### config.mk
export PLATFORM = sky130hd
export DESIGN_NAME = packet_buffer_drop_scheduler
export DESIGN_NICKNAME = d
export VERILOG_FILES = /design/src/hdl/pbds_pkg.sv /design/src/hdl/pbds_cell.sv /design/src/hdl/packet_buffer_drop_scheduler.sv
export VERILOG_INCLUDE_DIRS = /design/src /design/src/hdl
export SDC_FILE = /design/constraint.sdc
export NUM_CORES = 2
export LEC_CHECK = 0
export BUFFER_PORTS_ARGS = -buffer_cell sky130_fd_sc_hd__buf_4
export CAP_MARGIN = 20
export CORE_MARGIN = 8
export CORE_UTILIZATION = 25
export DETAILED_ROUTE_END_ITERATION = 8
export GPL_ROUTABILITY_DRIVEN = 1
export PLACE_DENSITY = 0.51
export SYNTH_ARGS = -nofsm -noshare
export SYNTH_HDL_FRONTEND = slang
export SYNTH_SLANG_ARGS = --single-unit
### constraint.sdc
create_clock -name clk -period 5.5 [get_ports clk]
set_input_delay 0.825 -clock clk [delete_from_list [all_inputs] [get_ports clk]]
set_output_delay 0.825 -clock clk [all_outputs]
set_load 0.005 [all_outputs]
### src/hdl/packet_buffer_drop_scheduler_assert.svh
// assertion macros for the packet buffer drop scheduler
// needs a clock named clk and an active-low reset named arst_n in scope
`ifndef PACKET_BUFFER_DROP_SCHEDULER_ASSERT_SVH
`define PACKET_BUFFER_DROP_SCHEDULER_ASSERT_SVH

// same-cycle implication
`define PBDS_ASSERT_IMP(label, ante, cons, msg) \
	label: assert property (@(posedge clk) disable iff (!arst_n) (ante) |-> (cons)) \
		else $error(msg);

// next-cycle implication
`define PBDS_ASSERT_NXT(label, ante, cons, msg) \
	label: assert property (@(posedge clk) disable iff (!arst_n) (ante) |=> (cons)) \
		else $error(msg);

`endif

### src/hdl/pbds_pkg.sv
// shared types and constants for the packet buffer drop scheduler
// no dependencies
package pbds_pkg;

	localparam int TIME_W    = 40;
	localparam int ARR_W     = 32;
	localparam int PROC_W    = 16;
	localparam int CFG_W     = 7;
	localparam int DEPTH_DEF = 64;

	localparam logic [CFG_W-1:0]  BUF_SIZE_RST = CFG_W'(64);
	localparam logic [TIME_W-1:0] TIME_MAX     = {TIME_W{1'b1}};

	typedef struct packed {
		logic [ARR_W-1:0]  arr_ts;
		logic [PROC_W-1:0] svc_len;
	} in_word_t;

	typedef struct packed {
		logic              dropped;
		logic [TIME_W-1:0] svc_start;
	} out_word_t;

	typedef enum logic [1:0] {
		ST_IDLE = 2'b01,
		ST_RUN  = 2'b10
	} state_t;

endpackage

### src/hdl/pbds_cell.sv
// one cell of the finish-time queue: holds one entry, takes its neighbor's on a pop
// depends on pbds_pkg
module pbds_cell import pbds_pkg::*; (
	input  logic              clk,
	input  logic              shift,
	input  logic              load,
	input  logic [TIME_W-1:0] ld_data,
	input  logic [TIME_W-1:0] nxt_data,
	output logic [TIME_W-1:0] finish_q
);

	// pop moves the chain toward the head, insert fills the tail cell
	always_ff @(posedge clk) begin
		if (shift) begin
			finish_q <= nxt_data;
		end else if (load) begin
			finish_q <= ld_data;
		end
	end

endmodule

### src/hdl/packet_buffer_drop_scheduler.sv
// Each packet is handled in steps: an accept step captures the word, then the queue chain
// retires one entry per cycle (head cell compared against the arrival), and a decide step
// inserts or drops the packet, registers the result and raises done.
// A new packet is not accepted while busy.
// A new packet is taken in the same cycle the previous result is shown.
// Reset (arst_n low, asynchronous) empties the queue, clears last finish, sets buffer_size 64.
// The receiver cannot stall; done is high for exactly one cycle per packet.
module packet_buffer_drop_scheduler import pbds_pkg::*; #(
	parameter int DEPTH = DEPTH_DEF
) (
	input  logic             clk,
	input  logic             arst_n,
	input  logic             start,
	output logic             busy,
	input  in_word_t         item,
	output logic             done,
	output out_word_t        result,
	input  logic             cfg_we,
	input  logic [CFG_W-1:0] cfg_data
);

	`include "packet_buffer_drop_scheduler_assert.svh"

	localparam int OCC_W = $clog2(DEPTH + 1);
	localparam int CMP_W = (OCC_W > CFG_W) ? OCC_W : CFG_W;

	state_t                state_q;
	logic [CFG_W-1:0]      buf_size_q;
	logic [OCC_W-1:0]      occ_q;
	logic [TIME_W-1:0]     last_finish_q;
	logic [ARR_W-1:0]      arrival_q;
	logic [PROC_W-1:0]     proc_q;
	logic [TIME_W-1:0]     start_q;
	logic                  done_q;
	out_word_t             result_q;

	logic                  accept;
	logic                  pop;
	logic                  decide;
	logic                  full;
	logic [CMP_W-1:0]      cap;
	logic [TIME_W-1:0]     arr_ext;
	logic [TIME_W:0]       sum;
	logic [TIME_W-1:0]     finish;
	logic [TIME_W-1:0]     cell_finish [DEPTH];
	logic [DEPTH-1:0]      cell_load;

	assign accept  = start && (state_q == ST_IDLE);
	assign busy    = (state_q != ST_IDLE);
	assign arr_ext = TIME_W'(item.arr_ts);

	// retire the head while it finished at or before the arrival
	assign pop    = (state_q == ST_RUN) && (occ_q != '0)
		&& (cell_finish[0] <= TIME_W'(arrival_q));
	assign decide = (state_q == ST_RUN) && !pop;

	// capacity is buffer_size clipped to the chain length
	assign cap  = (CMP_W'(buf_size_q) > CMP_W'(DEPTH)) ? CMP_W'(DEPTH) : CMP_W'(buf_size_q);
	assign full = CMP_W'(occ_q) >= cap;

	// finish time with saturation
	assign sum    = {1'b0, start_q} + (TIME_W + 1)'(proc_q);
	assign finish = sum[TIME_W] ? TIME_MAX : sum[TIME_W-1:0];

	// chain of queue cells, head at index 0
	for (genvar i = 0; i < DEPTH; i++) begin : g_cell
		logic [TIME_W-1:0] nxt;
		if (i == DEPTH - 1) begin : g_last
			assign nxt = cell_finish[i];
		end else begin : g_mid
			assign nxt = cell_finish[i+1];
		end
		assign cell_load[i] = decide && !full && (occ_q == OCC_W'(i));
		pbds_cell u_cell (
			.clk      (clk),
			.shift    (pop),
			.load     (cell_load[i]),
			.ld_data  (finish),
			.nxt_data (nxt),
			.finish_q (cell_finish[i])
		);
	end

	// control state
	always_ff @(posedge clk or negedge arst_n) begin
		if (!arst_n) begin
			state_q       <= ST_IDLE;
			buf_size_q    <= BUF_SIZE_RST;
			occ_q         <= '0;
			last_finish_q <= '0;
			done_q        <= 1'b0;
		end else begin
			done_q <= decide;
			if (cfg_we) begin
				buf_size_q <= cfg_data;
			end
			unique case (state_q)
				ST_IDLE: begin
					if (start) begin
						state_q <= ST_RUN;
					end
				end
				ST_RUN: begin
					if (pop) begin
						occ_q <= occ_q - OCC_W'(1);
					end else begin
						state_q <= ST_IDLE;
						if (!full) begin
							occ_q         <= occ_q + OCC_W'(1);
							last_finish_q <= finish;
						end
					end
				end
				default: begin
					state_q <= ST_IDLE;
				end
			endcase
		end
	end

	// input word capture and start time
	always_ff @(posedge clk) begin
		if (accept) begin
			arrival_q <= item.arr_ts;
			proc_q    <= item.svc_len;
			start_q   <= (arr_ext > last_finish_q) ? arr_ext : last_finish_q;
		end
	end

	// result word register
	always_ff @(posedge clk) begin
		if (decide) begin
			result_q.dropped   <= full;
			result_q.svc_start <= full ? '0 : start_q;
		end
	end

	assign done   = done_q;
	assign result = result_q;

	`PBDS_ASSERT_NXT(a_accept_busy, accept, busy, "accepted word did not raise busy")
	`PBDS_ASSERT_IMP(a_done_idle, done, !busy, "result shown while still busy")
	`PBDS_ASSERT_NXT(a_pop_count, pop, occ_q == $past(occ_q) - OCC_W'(1), "pop lost count")
	`PBDS_ASSERT_IMP(a_occ_bound, 1'b1, CMP_W'(occ_q) <= CMP_W'(DEPTH), "occupancy overflow")

endmodule
* Word level (Yosys, flattened, before mapping)
Cells that the tools add are included.
** Word-level totals
- Register bits after elaboration :: 2746
- Logic and storage cells :: 427
** Cells by class
- Add/subtract/negate cells :: 3
- Magnitude comparators :: 4
- Equal/unequal tests :: 69
- Muxes and demuxes :: 134
- Bitwise operators :: 2
- Reduce and logical (&&, ||, !) cells :: 140
** Operators by type and width (count)
- 2-to-1 mux 40 bit :: 127
- == test 7 x 6 -> 1 bit (second input constant) :: 32
- nonzero test 2 bit :: 63
- == test 7 x 5 -> 1 bit (second input constant) :: 16
- logical AND 1 bit :: 69
- == test 7 x 4 -> 1 bit (second input constant) :: 8
- adder 40 x 16 -> 41 bit :: 1
- greater-than comparator 32 x 40 -> 1 bit :: 1
- <= comparator 40 x 32 -> 1 bit :: 1
- 2-to-1 mux 32 bit :: 1
- == test 7 x 3 -> 1 bit (second input constant) :: 4
- 2-to-1 mux 7 bit :: 3
- == test 7 x 2 -> 1 bit (second input constant) :: 2
- adder 7 x 1 -> 7 bit (second input constant) :: 1
- == test 7 x 1 -> 1 bit (second input constant) :: 1
- >= comparator 7 bit :: 1
- greater-than comparator 7 bit (second input constant) :: 1
- zero test 7 bit :: 1
- nonzero test 7 bit :: 1
- subtractor 7 x 1 -> 7 bit (second input constant) :: 1
- != test 2 bit (second input constant) :: 3
- AND reduction 2 bit :: 3
- 2-to-1 mux 2 bit :: 2
- one-hot mux 2 bit (2 select lines) :: 1
- other kinds (6) :: 8

* Logic depth before layout (Yosys ltp)
- Word-level depth :: 9
- Depth in mapped cells :: 13
- Depth with buffers taken out :: 11

* By module
From an unflattened synthesis, not the netlist that was laid out.
** Second synthesis, totals
- Cell total of the unflattened synthesis :: 6469
- Area, all modules :: 131999.1 µm²
** By module, submodules not included
- pbds_cell :: times used 64, cells each 86, area an instance 1895.6 µm², seq. area each 1201.2 µm²
- packet_buffer_drop_scheduler :: times used 1, cells each 965, area an instance 10682.7 µm², seq. area each 5302.6 µm²

* Worst setup path after synthesis
Ideal clock, no wire load.
- Path kind :: register to register
- From :: reg buf_size_q[6]
- To :: reg g_cell[17].u_cell.finish_q[0] (enable)
- Library setup time :: 0.498 ns
- Arrival :: 5.283 ns
- Data required time :: 5.002 ns
- Path slack :: -0.281 ns
- Stages on the path, launching flop included :: 11
- Path buffers :: 2
- Clock period less this slack :: 5.781 ns
- Cell sequence :: dfstp_2 -> inv_1 -> nand2_1 -> ha_1 -> a211o_1 -> o31ai_1 -> nand2_1 -> a21o_1 -> buf_2 -> buf_1 -> o31ai_1
** On the way
- Longest elaborated chain between the ends :: 7
** RTL lines
- start: declaration :: RTL line packet_buffer_drop_scheduler.sv:28 : logic [CFG_W-1:0] buf_size_q;
- start signal: assignment :: RTL line packet_buffer_drop_scheduler.sv:95 : buf_size_q <= cfg_data;
- greater-than comparator 7 bit :: RTL line packet_buffer_drop_scheduler.sv:58 : assign cap = (CMP_W'(buf_size_q) > CMP_W'(DEPTH)) ? CMP_W'(DEPTH) : CMP_W'(buf_size_q);
- 2-to-1 mux 7 bit (*) :: RTL line packet_buffer_drop_scheduler.sv:58
- >= comparator 7 bit (*) :: RTL line packet_buffer_drop_scheduler.sv:59 : assign full = CMP_W'(occ_q) >= cap;
- zero test 1 bit (*)
- logical AND 1 bit (*) (2 in a row) :: RTL line packet_buffer_drop_scheduler.sv:73 : assign cell_load[i] = decide && !full && (occ_q == OCC_W'(i));
- nonzero test 2 bit (no source line) (*)
- end signal: assignment :: RTL line pbds_cell.sv:15 : finish_q <= nxt_data;
- end signal: assignment :: RTL line pbds_cell.sv:17 : finish_q <= ld_data;
- end: declaration :: RTL line pbds_cell.sv:9 : output logic [TIME_W-1:0] finish_q
Every way passes the cells marked *; elsewhere a longest branch is shown, timed or not.
A chain may end at the register's enable or synchronous reset.

* Worst setup path in the final report
- From :: reg occ_q[0]
- To :: reg g_cell[44].u_cell.finish_q[4], data pin
** On the way
- Longest elaborated chain between the ends :: 4
** RTL lines
- start: declaration :: RTL line packet_buffer_drop_scheduler.sv:29 : logic [OCC_W-1:0] occ_q;
- start signal: assignment :: RTL line packet_buffer_drop_scheduler.sv:105 : occ_q <= occ_q - OCC_W'(1);
- start signal: assignment :: RTL line packet_buffer_drop_scheduler.sv:109 : occ_q <= occ_q + OCC_W'(1);
- nonzero test 7 bit :: RTL line packet_buffer_drop_scheduler.sv:53 : assign pop = (state_q == ST_RUN) && (occ_q != '0)
- logical AND 1 bit :: RTL line packet_buffer_drop_scheduler.sv:53
- logical AND 1 bit :: RTL line packet_buffer_drop_scheduler.sv:54 : && (cell_finish[0] <= TIME_W'(arrival_q));
- 2-to-1 mux 40 bit :: RTL line pbds_cell.sv:14 : if (shift) begin
- end signal: assignment :: RTL line pbds_cell.sv:15
- end signal: assignment :: RTL line pbds_cell.sv:17
- end: declaration :: RTL line pbds_cell.sv:9
No other way between the ends.

==> impl_metrics.env <==
export IMPL_status="complete, no violations"
export IMPL_muxShareOfSynthArea_pct=0.8867
export IMPL_p_total_mw=56.28
export IMPL_ir_worst_vdd_mv=0.4595
export IMPL_crit_path_start_kind="register"
export IMPL_core_um2=455200
export IMPL_cts_setup_buffers=0
export IMPL_netlist_area_um2=114000
export IMPL_numCtsBuffers=301
export IMPL_ant_nets=0
export IMPL_p_clk_share_pct=35.6
export IMPL_combPwrFrac_pct=19.1
export IMPL_chipWidth_um=691.3
export IMPL_synth_top_family_by_area="compound AO/OA/AOI/OAI gates"
export IMPL_synth_compound_area_share_pct=16.29
export IMPL_slew_violations=0
export IMPL_cts_max_path_buffers=4
export IMPL_nFillCells=45460
export IMPL_grt_first_pass_wirelength_um=460000
export IMPL_crit_top_cell="buf_12"
export IMPL_synth_cells=8200
export IMPL_dr_total_vias=69638
export IMPL_die_h_um=691.3
export IMPL_setup_viol=0
export IMPL_clock_sinks=2746
export IMPL_wirelength_um=301200
export IMPL_sw_frac_of_total_pct=27.56
export IMPL_synth_fp_nets=8351
export IMPL_hold_path_class="in -> async"
export IMPL_synth_edf_count=2689
export IMPL_gp_congestion=0.7815
export IMPL_cts_root_buf="clkbuf_16"
export IMPL_final_util_pct=28.94
export IMPL_relSlewSlack_pct=14.97
export IMPL_first_pass_iters=7
export IMPL_ys_warn_count=0
export IMPL_synth_avg_cell_area_um2=13.90
export IMPL_p_leak_nw=39.63
export IMPL_critPathKind="reg -> reg"
export IMPL_clock_skew_ns=0.04677
export IMPL_crit_required_ns=6.21
export IMPL_p_per_area_nw_per_um2=427.2
export IMPL_synth_simple_area_share_pct=5.996
export IMPL_cp_max_fo=173
export IMPL_p_sw_mw=15.51
export IMPL_yosysUniqueCellTypes=72
export IMPL_cts_tree="done"
export IMPL_synthArstFlopShare_pct=2.076
export IMPL_post_cts_resized=0
export IMPL_drv_cap=0
export IMPL_drive_gt1_share_pct=11.25
export IMPL_worst_slew_pin_slew_ns=1.276
export IMPL_fmax_mhz=215.0
export IMPL_die_area_um2=477900
export IMPL_ios=102
export IMPL_ys_seq_area_share_pct=72.08
export IMPL_synth_xor_xnor_area_share_pct=0.1152
export IMPL_rsz0062_at_grt="false"
export IMPL_intPower_mw=40.77
export IMPL_crit_path_top_delay_cell="nor2_4"
export IMPL_first_global_vias=71498
export IMPL_area_delta_synth_final_pct=15.55
export IMPL_cp_slowest_stage_delay_ns=0.67
export IMPL_power_frac_seq_pct=45.4
export IMPL_grt_max_degree=209
export IMPL_vias_per_cell=4.913
export IMPL_path_buf_inv=3
export IMPL_drtIter0Drc=6374
export IMPL_final_nets=8083
export IMPL_synthFlopType="edfxtp_1"
export IMPL_period_needed_ns=4.652
export IMPL_globalRouteOverflowTotal=0
export IMPL_arrival_ns=5.36
export IMPL_post_route_drc_count=0
export IMPL_hpwl_um=169100
export IMPL_fp_row_count=248
export IMPL_hold_viol_final=0
export IMPL_wire_per_inst_um=21.25
export IMPL_grt_usage_pct=12.02
export IMPL_antenna_found_initial=7
export IMPL_ys_ff_latch=2746
export IMPL_portBuffers=101
export IMPL_ctsHoldBuffers=0
export IMPL_path_clk_slew_ns=0.06
export IMPL_htree_levels=5
export IMPL_clk_latency_ns=0.89
export IMPL_crit_family="simple AND/OR/NAND/NOR gates"
export IMPL_crit_path_end_kind="register"
export IMPL_path_cells="inv_1 > ha_1 > nand2_1 > or2_1 > nand2_8 > nor3_2 > nor2_4 > buf_12 > buf_12 > o21a_1"
export IMPL_period_share_pct=84.59
export IMPL_start_util_pct=25.05
export IMPL_yosys_area_share_adder_pct=1.016
-- cells in the mapped netlist (7+ instances only) --
cell type     n  share of area, %
a2111oi_0     7             0.054
a211o_1       7             0.054
a21o_1       78              0.51
a21oi_1     484               2.1
a2bb2oi_1   127              0.98
a31oi_1       7             0.038
and2_1       38              0.21
and4_1       10             0.077
buf_1        10             0.033
buf_2       282               1.2
clkbuf_1    587               1.9
dfrtp_1      55               1.2
edfxtp_1   2689                71
ha_1         91               1.0
inv_1       104              0.34
mux2_2       64              0.63
mux2i_1      29              0.25
nand2_1      78              0.26
nand3_1     653               2.9
nand4_1      18             0.099
nor2_1       40              0.13
nor2b_1      11             0.060
nor3_1      458               2.0
nor4_1        8             0.044
o211ai_1     14             0.092
o21a_1     1144               7.5
o21ai_0     906               4.0
o21ai_1      27              0.12
o31ai_1      63              0.41
xor2_1        9             0.069
-- layout make-up --
| cell class | instances | area, um2 | area share (%) |
|---|---|---|---|
| diodes | 4 | 10.01 | 0.007598 |
| repair buffers | 315 | 2993 | 2.272 |
| inverters | 106 | 397.9 | 0.3020 |
| flip-flops and latches | 2746 | 82180 | 62.38 |
| clock buffers | 363 | 7849 | 5.958 |
| well taps | 6000 | 7507 | 5.698 |
| multi-input cells | 4462 | 29000 | 22.01 |
| clock inverters | 178 | 1814 | 1.377 |
-- cells in the final DEF (no fill, tap or decap), drive strengths merged, types with 79 or more instances in the layout --
cell type / synthesis / layout
edfxtp: 2689 / 2689
nand2: 79 / 79
clkinv: 2 / 129
inv: 104 / 117
clkbuf: 587 / 365
o21a: 1144 / 1144
a21oi: 484 / 484
nand3: 654 / 654
buf: 299 / 313
nor3: 459 / 459
a2bb2oi: 127 / 127
o21ai: 933 / 933
ha: 91 / 91
-- through the flow --
stage	hold slack (ns)	std cells	cell area [um2]	setup slack (ns)	setup TNS (ns)
6_report	0.07296	14174	131700	0.8478	0
2_1_floorplan	0.4727	8200	114000	-0.2814	-655.52
4_1_cts	0.02641	14168	131700	0.9368	0
5_1_grt	0.07033	14172	131700	0.7447	0
3_5_place_dp	0.4655	13627	122100	0.9674	0
3_3_place_gp	0.4601	13624	122000	0.9671	0
-- flip-flops by register name, indices dropped and copies added (netlist names) --
register,cells
start_q,40
result,41
state_q,2
arrival_q,32
buf_size_q,7
g_cell.u_cell.finish_q,2560
done,1
proc_q,16
last_finish_q,40
occ_q,7
-- kinds of logic after synthesis --
logic type | Yosys count
DFF | 2746
adders and majority gates | 92
and+or+nand+nor | 1352
muxes | 93
AOI/OAI and AO/OA | 2910
buffers and inverters | 992
xor gates and xnor gates | 15
-- power by group through the flow --
stage                     sequential [mW]  clock, mW  combinational [mW]
after floorplan                      25.8          0                6.83
after global placement               25.9          0                10.7
after detailed placement             26.0          0                10.8
after CTS                            25.5       20.5                10.9
after global routing                 25.5       21.2                11.7
final                                25.5       20.0                10.7
-- path summary, 6_finish.rpt --
check | from | depth (start not counted) | to | slack (ns)
setup / recovery | occ_q[0] | 10 | g_cell[44].u_cell.finish_q[4] | 0.85
hold / removal | arst_n | 1 | last_finish_q[13] | 0.07
setup reg to reg | occ_q[0] | 10 | g_cell[44].u_cell.finish_q[4] | 0.85
hold reg to reg | last_finish_q[35] | 0 | start_q[35] | 0.48
max in group asynchronous | arst_n | 1 | last_finish_q[16] | 4.86
min in group clk | item[14] | 1 | proc_q[14] | 0.12
-- metal layers --
layer | GRT usage [%] | routed length (um) | up-vias
li1 | - | - | 30894
met1 | 16.62 | 135800 | 36498
met2 | 19.77 | 143500 | 1817
met3 | 1.894 | 15460 | 427
met4 | 2.815 | 6375 | 2
met5 | 0 | 13 | -
Note: power is estimated with default switching activity, not from simulation.
